[src/hdl/pslg_ram.sv]
// generic single-write, single-read ram with registered read data
// no dependencies
module pslg_ram #(
  parameter int unsigned WIDTH = 32,
  parameter int unsigned DEPTH = 8
) (
  input  logic                                       clk_i,
  input  logic                                       we_i,
  input  logic [((DEPTH > 1) ? $clog2(DEPTH) : 1)-1:0] waddr_i,
  input  logic [WIDTH-1:0]                           wdata_i,
  input  logic [((DEPTH > 1) ? $clog2(DEPTH) : 1)-1:0] raddr_i,
  output logic [WIDTH-1:0]                           rdata_o
);

  logic [WIDTH-1:0] mem_q [DEPTH];

  always_ff @(posedge clk_i) begin
    if (we_i) begin
      mem_q[waddr_i] <= wdata_i;
    end
    rdata_o <= mem_q[raddr_i];
  end

endmodule

[config.mk]
export PLATFORM = sky130hd
export DESIGN_NAME = pslg_ram
export DESIGN_NICKNAME = d
export VERILOG_FILES = /design/src/hdl/pslg_ram.sv
export SDC_FILE = /design/constraint.sdc
export NUM_CORES = 1
export LEC_CHECK = 0
export ABC_AREA = 1
export BUFFER_PORTS_ARGS = -buffer_cell sky130_fd_sc_hd__buf_2
export CORE_UTILIZATION = 55
export DETAILED_ROUTE_END_ITERATION = 8
export GPL_TIMING_DRIVEN = 0
export PLACE_DENSITY = 0.76
export SLEW_MARGIN = 30
export SYNTH_ARGS = -nofsm -noshare
export SYNTH_HDL_FRONTEND = slang
export SYNTH_SLANG_ARGS = --single-unit
[constraint.sdc]
create_clock -name clk_i -period 2.05 [get_ports clk_i]
set_clock_uncertainty 0.1 [all_clocks]
set_input_delay 0.1025 -clock clk_i [delete_from_list [all_inputs] [get_ports clk_i]]
set_output_delay 0.1025 -clock clk_i [all_outputs]
set_load 0.02 [all_outputs]
==> results.py <==
metrics = {
    "sta": {
        "hold_viol_final": 0,
        "maxSlewHeadroom": 0.517,
        "period_minus_slack_ps": 1520,
        "setup_violations": 0,
        "fin_crit_sh": 0.739,
        "tightest_slew_ps": 722,
        "fin_setup_tns_ps": 0,
        "rsz0062_at_grt": "false",
        "fmax_ghz": 0.660,
        "fin_hold_ws_ps": 69.7,
        "report.final.slew_viol_count": 0,
    },
    "worst_setup_path": {
        "critPathMaxFanout": 10,
        "r2r_start": "mem_q[4][21]",
        "crit_type": "input port to register",
        "endpoint_kind": "register",
        "cpPeakStageDelay_ps": 550,
        "r2r_setup_slack_ps": 1010,
        "crit_path_start_kind": "input port",
        "required_ps": 2430,
        "reg2reg_to": "rdata_o[21]",
        "slowest_stage": "clkbuf_1",
        "worstPathCellList": "dlygate4sd3_1, buf_2, inv_2, clkbuf_1, nand3_1, nand2_1, nand2_1, nand2_1",
        "crit_top_cell": "nand2_1",
        "cp.arrival_ps": 1900,
        "r2r_cells": 6,
    },
    "synth": {
        "netlist_area_mm2": 0.0119,
        "synth_top_area_cell": "edfxtp_1",
        "ys.warnings.count": 0,
        "ys_seq_area_frac": 0.701,
        "postSynthCellCount": 1156,
        "synth_top_area_frac": 0.647,
        "synth.net_count": 1196,
        "synth_seq_cells": 288,
        "synth.distinct_cells": 12,
        "synth.area.top_cells": "edfxtp_1 (65%), nand2_1 (13%), inv_1 (8.2%), dfxtp_1 (5.4%), nand3_1 (5.4%)",
        "avgSynthCellArea_um2": 10.3,
    },
    "routing": {
        "vias": 8006,
        "ant_nets": 0,
        "drtIter0Drc": 740,
        "first_pass_iters": 5,
        "viasPerCell": 5.00,
        "drt-total-wl_um": 26300,
        "drc": 0,
        "wl_per_cell_um": 16.4,
    },
    "global_route": {
        "grt_pass1_wl_um": 41500,
        "grt_max_degree": 18,
        "use_met1": 0.344,
        "grt_pass1_vias": 7913,
        "use_met2": 0.411,
        "grt.total_usage": 0.248,
        "antenna_found_initial": 0,
        "use_met3": 0.0358,
        "top_usage_layer": "met2",
        "grt_overflow": 0,
    },
    "finish": {
        "seq_area_mm2": 0.00833,
        "final_common_cell": "nand2_1",
        "nNetsFinal": 1345,
        "layout_common_cells": "nand2_1 (422), inv_1 (260), edfxtp_1 (256)",
        "multi_input_area_mm2": 0.00231,
        "drive_gt1_frac": 0.131,
        "diodes": 0,
        "areaGrowthSynthToFinish_pct": 19.8,
        "nFillCells": 1531,
    },
    "worst_hold_path": {
        "worstHoldStart": "waddr_i[2]",
        "whs_path_depth": 3,
        "min-delay-path-class": "input port to register",
        "hold-path-endpoint": "mem_q[4][25]",
    },
    "die": {
        "io_pins": 72,
        "die_height_um": 149,
        "start_util": 0.563,
        "rows": 53,
        "core_mm2": 0.0211,
        "die_area_mm2": 0.0222,
        "die_width_um": 149,
    },
    "clocking": {
        "insertion_delay_ps": 540,
        "h-tree-depth": 1,
        "cts_setup_buffers": 0,
        "clk_pin_slew_ps": 60,
        "cts-hold-fix-buffers": 34,
        "cts-root-buf": "clkbuf_16",
        "cts_tree": "yes",
        "cts_sinks": 288,
        "cts_resized": 0,
        "cts-buffers-inserted": 29,
        "clk_path_buf_depth": 3,
    },
    "power_and_ir_drop": {
        "powerDensity_mw_per_mm2": 895,
        "leakage_uw": 0.00659,
        "peakVddDrop_uv": 839,
    },
    "flow_run": {
        "cap_violations": 0,
    },
    "status": {
        "outcome": "finished clean",
    },
    "placement": {
        "io_buffer_count": 70,
        "dp_hpwl_um": 16800,
        "place_congestion": 0.762,
    },
}
## state kept, by name, summed over array words and instances (netlist names)
| signal | flops |
|---|---|
| mem_q | 256 |
| rdata_o | 32 |
## worst max-delay path, delay by kind of cell
kind,cells,cell delay [ps]
buffers and inverters,4,1390
AND/OR/NAND/NOR,4,390
## per-layer routing
layer / part of all wire / vias up
li1: - / 3874
met1: 0.43 / 3732
met2: 0.47 / 352
met3: 0.075 / 48
met4: 0.021 / 0
met5: 0 / -
## how the worst max path moves through the flow
stage,start,endpoint,slack [ps],depth (start not counted)
after floorplan,waddr_i[0],mem_q[0][0],-70,3
after global placement,waddr_i[0],mem_q[0][8],-1460,4
after detailed placement,waddr_i[0],mem_q[2][1],260,5
after CTS,raddr_i[1],rdata_o[21],560,8
after global routing,raddr_i[1],rdata_o[17],440,8
final,raddr_i[1],rdata_o[17],530,8
## through the flow
step                      instance area (um^2)  worst slack, ps  power, uW  cells  utilization
final                                    14200              534      12700   1602        0.675
after detailed placement                 13000              257       7770   1515        0.615
after CTS                                14200              559      12700   1602        0.675
after floorplan                          11900            -69.5       7360   1156            -
after global placement                   12600            -1460       7690   1501        0.596
after global routing                     14200              437      13100   1602        0.675
## synth_stat cells
cell / number
buf_1: 5
buf_2: 20
buf_4: 5
buf_6: 11
clkbuf_1: 7
dfxtp_1: 32
edfxtp_1: 256
inv_1: 260
inv_2: 2
nand2_1: 422
nand3_1: 128
nor2_1: 8
## report_power, final
group / total (uW) / internal [uW] / switching [uW]
sequential: 6680 / 6630 / 52.3
combinational: 1030 / 350 / 681
clock: 5020 / 2900 / 2110
## layout make-up
| type | count | area share |
|---|---|---|
| buffer | 48 | 0.0215 |
| clock buffer | 41 | 0.0577 |
| clock inverter | 12 | 0.00625 |
| inverter | 262 | 0.0691 |
| multi-input combinational | 558 | 0.163 |
| sequential | 288 | 0.585 |
| tap | 275 | 0.0242 |
| timing repair buffer | 118 | 0.0730 |
## cells by family (layout without fill, tap and decap cells)
family                 Yosys count  in the layout  share of synthesized area
buffers and inverters          310            481                      0.109
DFF                            288            288                      0.701
and+or+nand+nor                558            558                      0.190
(Power assumes the default switching activity.)
